File: src/lpfe_pkg.sv
`timescale 1ns / 1ps
package lpfe_pkg;

    // frame layout
    localparam int HEADER_BYTES = 32;
    localparam int LEN_OFFSET   = 4;
    localparam int LEN_BYTES    = 4;
    localparam int HDR_IDX_W    = $clog2(HEADER_BYTES);

    // field widths
    localparam int DATA_W  = 8;
    localparam int LEN_W   = 32;
    localparam int LIMIT_W = 16;

    localparam logic [LIMIT_W-1:0] LIMIT_RESET = LIMIT_W'(4096);

    // decoupling queue between the front and back parts
    localparam int Q_DEPTH = 4;
    localparam int Q_PTR_W = $clog2(Q_DEPTH);
    localparam int Q_CNT_W = $clog2(Q_DEPTH + 1);

    // kind of work handed from the front to the back
    typedef enum logic [1:0] {
        QK_STORE   = 2'd0,
        QK_HDR_END = 2'd1,
        QK_PASS    = 2'd2
    } t_qkind;

    typedef struct packed {
        t_qkind                kind;
        logic [DATA_W-1:0]     data;
        logic [HDR_IDX_W-1:0]  idx;
        logic                  last;    // pass: final byte; header end: empty payload
        logic                  accept;  // header end: frame kept
    } t_qentry;

    typedef enum logic {
        BK_STREAM = 1'b0,
        BK_REPLAY = 1'b1
    } t_back_state;

endpackage

File: src/lpfe_in_if.sv
`timescale 1ns / 1ps
interface lpfe_in_if;
    import lpfe_pkg::*;

    logic              valid;
    logic              ready;
    logic [DATA_W-1:0] data_byte;

    modport source (output valid, output data_byte, input ready);
    modport sink   (input valid, input data_byte, output ready);
endinterface

File: src/lpfe_out_if.sv
`timescale 1ns / 1ps
interface lpfe_out_if;
    import lpfe_pkg::*;

    logic              valid;
    logic              ready;
    logic [DATA_W-1:0] out_byte;
    logic              first_of_frame;
    logic              last_of_frame;

    modport source (output valid, output out_byte, output first_of_frame,
                    output last_of_frame, input ready);
    modport sink   (input valid, input out_byte, input first_of_frame,
                    input last_of_frame, output ready);
endinterface

File: src/lpfe_front.sv
`timescale 1ns / 1ps
module lpfe_front (
    input  logic                          i_clk,
    input  logic                          i_rst_n,
    input  logic                          i_cfg_we,
    input  logic [lpfe_pkg::LIMIT_W-1:0]  i_cfg_wdata,
    lpfe_in_if.sink                       i_in,
    output logic                          o_push_valid,
    output lpfe_pkg::t_qentry             o_push_entry,
    input  logic                          i_push_ready
);
    import lpfe_pkg::*;

    localparam logic [HDR_IDX_W-1:0] HDR_LAST = HDR_IDX_W'(HEADER_BYTES - 1);

    logic [LIMIT_W-1:0]   r_frame_limit;
    logic [HDR_IDX_W-1:0] r_hdr_count, n_hdr_count;
    logic [LEN_W-1:0]     r_len, n_len;
    logic [LEN_W-1:0]     r_left, n_left;
    logic                 r_in_payload, n_in_payload;

    logic                 w_take;
    logic                 w_hdr_end;
    logic [LEN_W:0]       w_total;
    logic                 w_keep;
    logic                 w_zero_len;

    assign i_in.ready   = i_push_ready;
    assign w_take       = i_in.valid & i_push_ready;
    assign o_push_valid = i_in.valid;
    assign w_hdr_end    = (r_hdr_count == HDR_LAST);

    // length word, with the incoming byte overlaid when it is a length byte
    always_comb begin
        n_len = r_len;
        for (int k = 0; k < LEN_BYTES; k++) begin
            if (!r_in_payload && r_hdr_count == HDR_IDX_W'(LEN_OFFSET + k)) begin
                n_len[DATA_W*k +: DATA_W] = i_in.data_byte;
            end
        end
    end

    // size check without wrap-around
    assign w_total    = {1'b0, n_len} + (LEN_W + 1)'(HEADER_BYTES);
    assign w_keep     = (w_total < {{(LEN_W + 1 - LIMIT_W){1'b0}}, r_frame_limit});
    assign w_zero_len = (n_len == '0);

    // classify the byte
    always_comb begin
        o_push_entry.data   = i_in.data_byte;
        o_push_entry.idx    = r_hdr_count;
        o_push_entry.accept = 1'b0;
        o_push_entry.last   = 1'b0;
        o_push_entry.kind   = QK_STORE;
        n_hdr_count  = r_hdr_count;
        n_left       = r_left;
        n_in_payload = r_in_payload;
        if (r_in_payload) begin
            o_push_entry.kind = QK_PASS;
            o_push_entry.last = (r_left <= LEN_W'(1));
            n_left            = r_left - LEN_W'(1);
            if (r_left <= LEN_W'(1)) begin
                n_in_payload = 1'b0;
            end
        end else if (w_hdr_end) begin
            o_push_entry.kind   = QK_HDR_END;
            o_push_entry.accept = w_keep;
            o_push_entry.last   = w_zero_len;
            n_hdr_count         = '0;
            if (w_keep && !w_zero_len) begin
                n_in_payload = 1'b1;
                n_left       = n_len;
            end
        end else begin
            n_hdr_count = r_hdr_count + HDR_IDX_W'(1);
        end
    end

    // control state
    always_ff @(posedge i_clk) begin
        if (!i_rst_n) begin
            r_hdr_count  <= '0;
            r_in_payload <= 1'b0;
            r_left       <= '0;
        end else if (w_take) begin
            r_hdr_count  <= n_hdr_count;
            r_in_payload <= n_in_payload;
            r_left       <= n_left;
        end
    end

    // length capture
    always_ff @(posedge i_clk) begin
        if (w_take) begin
            r_len <= n_len;
        end
    end

    // size limit register
    always_ff @(posedge i_clk) begin
        if (!i_rst_n) begin
            r_frame_limit <= LIMIT_RESET;
        end else if (i_cfg_we) begin
            r_frame_limit <= i_cfg_wdata;
        end
    end
endmodule

File: src/lpfe_queue.sv
`timescale 1ns / 1ps
module lpfe_queue (
    input  logic              i_clk,
    input  logic              i_rst_n,
    input  logic              i_push_valid,
    input  lpfe_pkg::t_qentry i_push_entry,
    output logic              o_push_ready,
    output logic              o_pop_valid,
    output lpfe_pkg::t_qentry o_pop_entry,
    input  logic              i_pop
);
    import lpfe_pkg::*;

    t_qentry              r_mem [Q_DEPTH];
    logic [Q_PTR_W-1:0]   r_wr;
    logic [Q_PTR_W-1:0]   r_rd;
    logic [Q_CNT_W-1:0]   r_cnt;
    logic                 w_push;
    logic                 w_pop;

    assign o_push_ready = (r_cnt != Q_CNT_W'(Q_DEPTH));
    assign o_pop_valid  = (r_cnt != '0);
    assign o_pop_entry  = r_mem[r_rd];
    assign w_push       = i_push_valid & o_push_ready;
    assign w_pop        = i_pop & o_pop_valid;

    // pointers and fill level
    always_ff @(posedge i_clk) begin
        if (!i_rst_n) begin
            r_wr  <= '0;
            r_rd  <= '0;
            r_cnt <= '0;
        end else begin
            if (w_push) begin
                r_wr <= r_wr + Q_PTR_W'(1);
            end
            if (w_pop) begin
                r_rd <= r_rd + Q_PTR_W'(1);
            end
            if (w_push && !w_pop) begin
                r_cnt <= r_cnt + Q_CNT_W'(1);
            end else if (w_pop && !w_push) begin
                r_cnt <= r_cnt - Q_CNT_W'(1);
            end
        end
    end

    // entry storage
    always_ff @(posedge i_clk) begin
        if (w_push) begin
            r_mem[r_wr] <= i_push_entry;
        end
    end
endmodule

File: src/lpfe_back.sv
`timescale 1ns / 1ps
module lpfe_back (
    input  logic              i_clk,
    input  logic              i_rst_n,
    input  logic              i_q_valid,
    input  lpfe_pkg::t_qentry i_q_entry,
    output logic              o_q_pop,
    lpfe_out_if.source        o_out
);
    import lpfe_pkg::*;

    localparam logic [HDR_IDX_W-1:0] HDR_LAST = HDR_IDX_W'(HEADER_BYTES - 1);

    t_back_state          r_state, n_state;
    logic [DATA_W-1:0]    r_hdr_store [HEADER_BYTES];
    logic [HDR_IDX_W-1:0] r_idx;
    logic                 r_zero_len;

    logic                 r_out_valid;
    logic [DATA_W-1:0]    r_out_byte;
    logic                 r_out_first;
    logic                 r_out_last;

    logic                 w_can_load;
    logic                 w_load;
    logic                 w_load_first;
    logic                 w_load_last;
    logic                 w_store_we;
    logic                 w_start_replay;

    assign w_can_load = !r_out_valid || o_out.ready;

    // next state
    always_comb begin
        n_state = r_state;
        case (r_state)
            BK_STREAM: begin
                if (i_q_valid && i_q_entry.kind == QK_HDR_END && i_q_entry.accept) begin
                    n_state = BK_REPLAY;
                end
            end
            BK_REPLAY: begin
                if (w_can_load && r_idx == HDR_LAST) begin
                    n_state = BK_STREAM;
                end
            end
            default: n_state = BK_STREAM;
        endcase
    end

    // queue pops, store writes and output loads
    always_comb begin
        o_q_pop        = 1'b0;
        w_store_we     = 1'b0;
        w_start_replay = 1'b0;
        w_load         = 1'b0;
        w_load_first   = 1'b0;
        w_load_last    = i_q_entry.last;
        case (r_state)
            BK_STREAM: begin
                if (i_q_valid) begin
                    case (i_q_entry.kind)
                        QK_STORE: begin
                            o_q_pop    = 1'b1;
                            w_store_we = 1'b1;
                        end
                        QK_HDR_END: begin
                            o_q_pop        = 1'b1;
                            w_store_we     = 1'b1;
                            w_start_replay = i_q_entry.accept;
                        end
                        QK_PASS: begin
                            o_q_pop = w_can_load;
                            w_load  = w_can_load;
                        end
                        default: o_q_pop = 1'b1;
                    endcase
                end
            end
            BK_REPLAY: begin
                w_load       = w_can_load;
                w_load_first = (r_idx == '0);
                w_load_last  = (r_idx == HDR_LAST) && r_zero_len;
            end
            default: ;
        endcase
    end

    // state and replay index
    always_ff @(posedge i_clk) begin
        if (!i_rst_n) begin
            r_state <= BK_STREAM;
            r_idx   <= '0;
        end else begin
            r_state <= n_state;
            if (w_start_replay) begin
                r_idx <= '0;
            end else if (r_state == BK_REPLAY && w_can_load) begin
                r_idx <= r_idx + HDR_IDX_W'(1);
            end
        end
    end

    // empty-payload flag of the frame being replayed
    always_ff @(posedge i_clk) begin
        if (w_start_replay) begin
            r_zero_len <= i_q_entry.last;
        end
    end

    // header store
    always_ff @(posedge i_clk) begin
        if (w_store_we) begin
            r_hdr_store[i_q_entry.idx] <= i_q_entry.data;
        end
    end

    // output register
    always_ff @(posedge i_clk) begin
        if (!i_rst_n) begin
            r_out_valid <= 1'b0;
        end else if (w_load) begin
            r_out_valid <= 1'b1;
        end else if (o_out.ready) begin
            r_out_valid <= 1'b0;
        end
    end

    // replay bytes are read from the header store straight into the output
    always_ff @(posedge i_clk) begin
        if (w_load) begin
            if (r_state == BK_REPLAY) begin
                r_out_byte <= r_hdr_store[r_idx];
            end else begin
                r_out_byte <= i_q_entry.data;
            end
            r_out_first <= w_load_first;
            r_out_last  <= w_load_last;
        end
    end

    assign o_out.valid          = r_out_valid;
    assign o_out.out_byte       = r_out_byte;
    assign o_out.first_of_frame = r_out_first;
    assign o_out.last_of_frame  = r_out_last;
endmodule

File: src/length_prefixed_frame_extractor_core.sv
`timescale 1ns / 1ps
// channel   | dir | handshake       | payload
// i_in      | in  | valid / ready   | data_byte[7:0]
// o_out     | out | valid / ready   | out_byte[7:0], first_of_frame, last_of_frame
// cfg       | in  | i_cfg_we        | i_cfg_wdata[15:0] (frame_limit)
//
// one input byte per cycle while the 4-entry queue has room; payload bytes
// leave one per cycle while the output is ready, each shown in the cycle after the back part pops it
// a kept header replays from the header store at one byte per cycle while the
// output is ready; input stalls during the replay once the queue fills,
// longer while the output is stalled
// i_rst_n is synchronous; the header store is not cleared and needs no sweep
// either side may stall on its own; the output register holds a result
// while new bytes are still taken into the queue
module length_prefixed_frame_extractor_core (
    input  logic                          i_clk,
    input  logic                          i_rst_n,
    input  logic                          i_cfg_we,
    input  logic [lpfe_pkg::LIMIT_W-1:0]  i_cfg_wdata,
    lpfe_in_if.sink                       i_in,
    lpfe_out_if.source                    o_out
);
    import lpfe_pkg::*;

    logic    w_push_valid;
    logic    w_push_ready;
    t_qentry w_push_entry;
    logic    w_pop_valid;
    t_qentry w_pop_entry;
    logic    w_pop;

    // byte classification and size check
    lpfe_front u_front (
        .i_clk        (i_clk),
        .i_rst_n      (i_rst_n),
        .i_cfg_we     (i_cfg_we),
        .i_cfg_wdata  (i_cfg_wdata),
        .i_in         (i_in),
        .o_push_valid (w_push_valid),
        .o_push_entry (w_push_entry),
        .i_push_ready (w_push_ready)
    );

    // decoupling queue
    lpfe_queue u_queue (
        .i_clk        (i_clk),
        .i_rst_n      (i_rst_n),
        .i_push_valid (w_push_valid),
        .i_push_entry (w_push_entry),
        .o_push_ready (w_push_ready),
        .o_pop_valid  (w_pop_valid),
        .o_pop_entry  (w_pop_entry),
        .i_pop        (w_pop)
    );

    // header store, replay and output
    lpfe_back u_back (
        .i_clk     (i_clk),
        .i_rst_n   (i_rst_n),
        .i_q_valid (w_pop_valid),
        .i_q_entry (w_pop_entry),
        .o_q_pop   (w_pop),
        .o_out     (o_out)
    );
endmodule

File: src/flat_wrapper.sv
// flat-port wrapper written by rule: the top's interface ports become plain ports
module length_prefixed_frame_extractor_core_flat import lpfe_pkg::*;
  (i_clk, i_rst_n, i_cfg_we, i_cfg_wdata, i_in_valid, i_in_data_byte, i_in_ready, o_out_valid, o_out_out_byte, o_out_first_of_frame, o_out_last_of_frame, o_out_ready);
  lpfe_in_if i_in_i ();
  lpfe_out_if o_out_i ();
  input  logic i_clk;
  input  logic i_rst_n;
  input  logic i_cfg_we;
  input  logic [lpfe_pkg::LIMIT_W-1:0] i_cfg_wdata;
  input wire logic [$bits(i_in_i.valid)-1:0] i_in_valid;
  input wire logic [$bits(i_in_i.data_byte)-1:0] i_in_data_byte;
  output wire logic [$bits(i_in_i.ready)-1:0] i_in_ready;
  output wire logic [$bits(o_out_i.valid)-1:0] o_out_valid;
  output wire logic [$bits(o_out_i.out_byte)-1:0] o_out_out_byte;
  output wire logic [$bits(o_out_i.first_of_frame)-1:0] o_out_first_of_frame;
  output wire logic [$bits(o_out_i.last_of_frame)-1:0] o_out_last_of_frame;
  input wire logic [$bits(o_out_i.ready)-1:0] o_out_ready;
  assign i_in_i.valid = i_in_valid;
  assign i_in_i.data_byte = i_in_data_byte;
  assign i_in_ready = i_in_i.ready;
  assign o_out_valid = o_out_i.valid;
  assign o_out_out_byte = o_out_i.out_byte;
  assign o_out_first_of_frame = o_out_i.first_of_frame;
  assign o_out_last_of_frame = o_out_i.last_of_frame;
  assign o_out_i.ready = o_out_ready;
  length_prefixed_frame_extractor_core u_core (.i_clk(i_clk), .i_rst_n(i_rst_n), .i_cfg_we(i_cfg_we), .i_cfg_wdata(i_cfg_wdata), .i_in(i_in_i), .o_out(o_out_i));
endmodule
File: config.mk
export PLATFORM = sky130hd
export DESIGN_NAME = length_prefixed_frame_extractor_core_flat
export DESIGN_NICKNAME = d
export VERILOG_FILES = /design/src/lpfe_pkg.sv /design/src/lpfe_in_if.sv /design/src/lpfe_out_if.sv /design/src/lpfe_front.sv /design/src/lpfe_queue.sv /design/src/lpfe_back.sv /design/src/length_prefixed_frame_extractor_core.sv /design/src/flat_wrapper.sv
export SDC_FILE = /design/constraint.sdc
export NUM_CORES = 1
export LEC_CHECK = 0
export BUFFER_PORTS_ARGS = -buffer_cell sky130_fd_sc_hd__buf_2
export CORE_ASPECT_RATIO = 1.75
export CORE_MARGIN = 2
export CORE_UTILIZATION = 67
export CTS_CLUSTER_SIZE = 8
export DETAILED_ROUTE_END_ITERATION = 8
export PLACE_DENSITY = 0.85
export SLEW_MARGIN = 20
export SYNTH_ARGS = -nofsm -noshare
export SYNTH_HDL_FRONTEND = slang
export SYNTH_SLANG_ARGS = --single-unit
File: constraint.sdc
create_clock -name i_clk -period 11.7 [get_ports i_clk]
set_input_delay 0.585 -clock i_clk [delete_from_list [all_inputs] [get_ports i_clk]]
set_output_delay 0.585 -clock i_clk [all_outputs]
set_load 0.01 [all_outputs]
==> reports/metrics.cfg <==
[status]
status=finished clean

[critical_path]
r2r-end=u_core.u_front.r_left[29]
cp_max_fo=29
required_ns=12.14
cp_top_family=compound AO/OA/AOI/OAI gates
worstPathCellList=nor4b_4, buf_4, nand2_1, mux2i_1, inv_1, ha_1, nand2_1, a21oi_1, nor2_1, nor2_1, o21ai_0, xnor2_1, ha_1, a21o_1, a21oi_1, o21ai_0, a2111oi_4, nand4_2, buf_4, o21ai_1, o22ai_1
cpPeakStageDelay_ns=0.61
start_kind=flop
path_class=reg2reg
cp-startpoint=u_core.u_front.r_hdr_count[2]
reg2reg_from=u_core.u_front.r_hdr_count[2]
critPathBufInv=3
crit_slowest_cell=o21ai_1
end_kind=flop
reg2reg_depth=21
arrival_ns=5.86
r2r_slack_ns=6.28

[layout]
fin_nets=1433
regArea_sq_um=12500
multi_input_area_sq_um=6600
final_util=0.759
final_common_cell=edfxtp_1
syn2layout_area_growth_pct=11.3
drive_gt1_frac=0.177
n_antenna_cell=0
mostFrequentLayoutCells=367 x edfxtp_1, 97 x mux4_2, 91 x nor2_1, 91 x nand2_1, 72 x dfxtp_1
fillers=1565
instances_no_fill=1801

[synthesis]
synth_area_leaders=edfxtp_1 56%, mux4_2 11%, dfxtp_1 7.7%, ha_1 2.0%, mux2i_1 1.9%
yosysWarnings=0
yosysSeqAreaShare=0.639
ys.flop_type=edfxtp_1
synthSimpleGateAreaFrac=0.0964
synthArstFlopShare=0
synth_edf_count=367
synth_top_family_by_area=multiplexers
synth.mux.area_fraction=0.138
synth_top_area_share=0.562
synth_fa_ha_area_frac=0.0208
synth_largest_area_cell=edfxtp_1
netlist_area_sq_um=19600
yosysUniqueCellTypes=84
synth-seq-cells=442
synth.avg_cell_area_sq_um=14.7
synth_xor_area_frac=0.00939
syn_inst=1329
synth-compound-area-share=0.0716
syn-num-nets=1390

[worst_hold_path]
hold_class=in2reg
hold_start=i_cfg_wdata[12]
min_path_cells=3
hold_path_end=u_core.u_front.r_frame_limit[12]

[place]
dp_cells=1687
dpl.hpwl_microns=30200
io_buffer_count=40
place.gp.congestion=0.937

[timing]
slew_headroom=0.266
rsz0062_at_grt=false
max_freq_ghz=0.184
drv_slew=0
worst_pin_slew_ns=1.10
tns_ns=0
setup_viol=0
final.period_utilization=0.463
hold_violations=0
finalClockSkew_ns=0.0235
min_period_ns=5.42

[die]
ioPinCount=41
die_h_microns=230
die_area_sq_um=30700
start_util=0.682
core_area_sq_um=28700
die_x_microns=133
rows=82

[clock_tree]
cts_resized=0
htreeDepth=2
cts_setup_buffers=0
clk_pin_slew_ns=0.05
clockBufferDepth=3
postCtsHoldBufs=0
clkLatencyLatePin_ns=0.60
cts_tree=done
clock_sinks=442
cts_buffers=61
cts_root_buf=clkbuf_16

[pwr]
ir_drop_v=0.000157
power.leakage_nw=7.30
powerDensity_nw_per_um2=209

[global_routing]
grt_max_degree=58
grt_usage=0.344
antenna_found_initial=2
grt_pass1_vias=12867
globalRouteOverflowTotal=0
grt_pass1_wl_microns=78600

[route]
vias=12765
ant_nets=0
drt_first_pass_iters=6
drtIter0Drc=1548
wire_per_inst_microns=28.8
totalWireLength_microns=51900
viasPerCell=7.09
drc=0

[flow_run]
maxCapViolations=0

## power breakdown
part	internal, W	total, W	switching [W]
registers	0.00199	0.00208	0.0000890
logic	0.000269	0.000831	0.000562
clock network	0.000989	0.00166	0.000669
## kinds of logic (layout without fill, tap and decap cells)
kind of cell	after synthesis	count (layout)
AO/OA/AOI/OAI	200	200
XOR/XNOR	21	21
adder cells (fa/ha/maj)	32	32
buffers and inverters	111	205
flip-flops	442	442
multiplexers	148	148
AND/OR/NAND/NOR	375	375
## per-layer routing
layer / wire length, microns / global-route usage / vias to the layer above / part of all wire
li1: - / - / 5330 / -
met2: 27500 / 0.617 / 919 / 0.53
met4: 4020 / 0.219 / 2 / 0.077
met5: 13 / 0 / - / 0.00025
met1: 16400 / 0.370 / 6236 / 0.32
met3: 4050 / 0.0642 / 278 / 0.078
## worst reg2reg max path, delay by kind of cell, from the launching register on
kind,cells,cell delay [ns]
simple gates,6,1.00
mux,1,0.23
flops,1,0.51
buf+inv,3,0.70
xor+xnor,1,0.19
compound gates,8,2.15
fa+ha+maj,2,0.48
## flip-flops by register name (all words and copies together) (netlist names), named ones only
signal and flops:
u_core.u_back.o_out.first_of_frame 1, u_core.u_back.o_out.last_of_frame 1, u_core.u_back.o_out.out_byte 8, u_core.u_back.o_out.valid 1, u_core.u_back.r_hdr_store 256, u_core.u_back.r_idx 5
u_core.u_back.r_state 1, u_core.u_back.r_zero_len 1, u_core.u_front.r_frame_limit 16, u_core.u_front.r_hdr_count 5, u_core.u_front.r_in_payload 1, u_core.u_front.r_left 32
u_core.u_front.r_len 32, u_core.u_queue.r_cnt 3, u_core.u_queue.r_mem 68, u_core.u_queue.r_rd 2, u_core.u_queue.r_wr 2
## cells in the mapped netlist (8+ instances only)
cell type,instances
a21o_1,8
a21oi_1,37
and2_1,11
and3_1,15
buf_1,13
clkbuf_1,45
dfxtp_1,75
edfxtp_1,367
ha_1,31
inv_1,40
mux2_2,13
mux2i_1,37
mux4_2,97
nand2_1,91
nand3_1,48
nand4_1,22
nor2_1,91
nor2b_1,22
nor3_1,20
nor4_1,11
o211ai_1,8
o21ai_0,40
o21ai_1,11
o31ai_1,11
xnor2_1,15
## how the worst max path moves through the flow
stage / endpoint / slack (ns) / cells past startpoint
2_1_floorplan: u_core.u_front.r_left[5] / 7.29 / 22
3_3_place_gp: u_core.u_front.r_left[31] / 6.64 / 20
6_report: u_core.u_front.r_left[29] / 6.28 / 21
3_5_place_dp: u_core.u_front.r_left[29] / 6.36 / 20
5_1_grt: u_core.u_front.r_left[29] / 5.80 / 21
4_1_cts: u_core.u_front.r_left[29] / 6.31 / 21
## cell type report
cell class | instances | share of cell area
sequential | 442 | 0.574
tap | 378 | 0.0217
clock buffer | 111 | 0.0796
timing repair buffer | 50 | 0.0126
multi-input combinational | 776 | 0.303
clock inverter | 3 | 0.00206
inverter | 41 | 0.00705
## through the flow
stage | cell area, sq um | setup WS, ns | power (W) | hold WS, ns
6_report | 21800 | 6.28 | 0.00457 | 0.224
4_1_cts | 21800 | 6.31 | 0.00455 | 0.204
5_1_grt | 21800 | 5.80 | 0.00467 | 0.232
3_5_place_dp | 20000 | 6.36 | 0.00287 | 0.458
2_1_floorplan | 19600 | 7.29 | 0.00259 | 0.433
3_3_place_gp | 20000 | 6.64 | 0.00280 | 0.446
(Power assumes the default switching activity.)
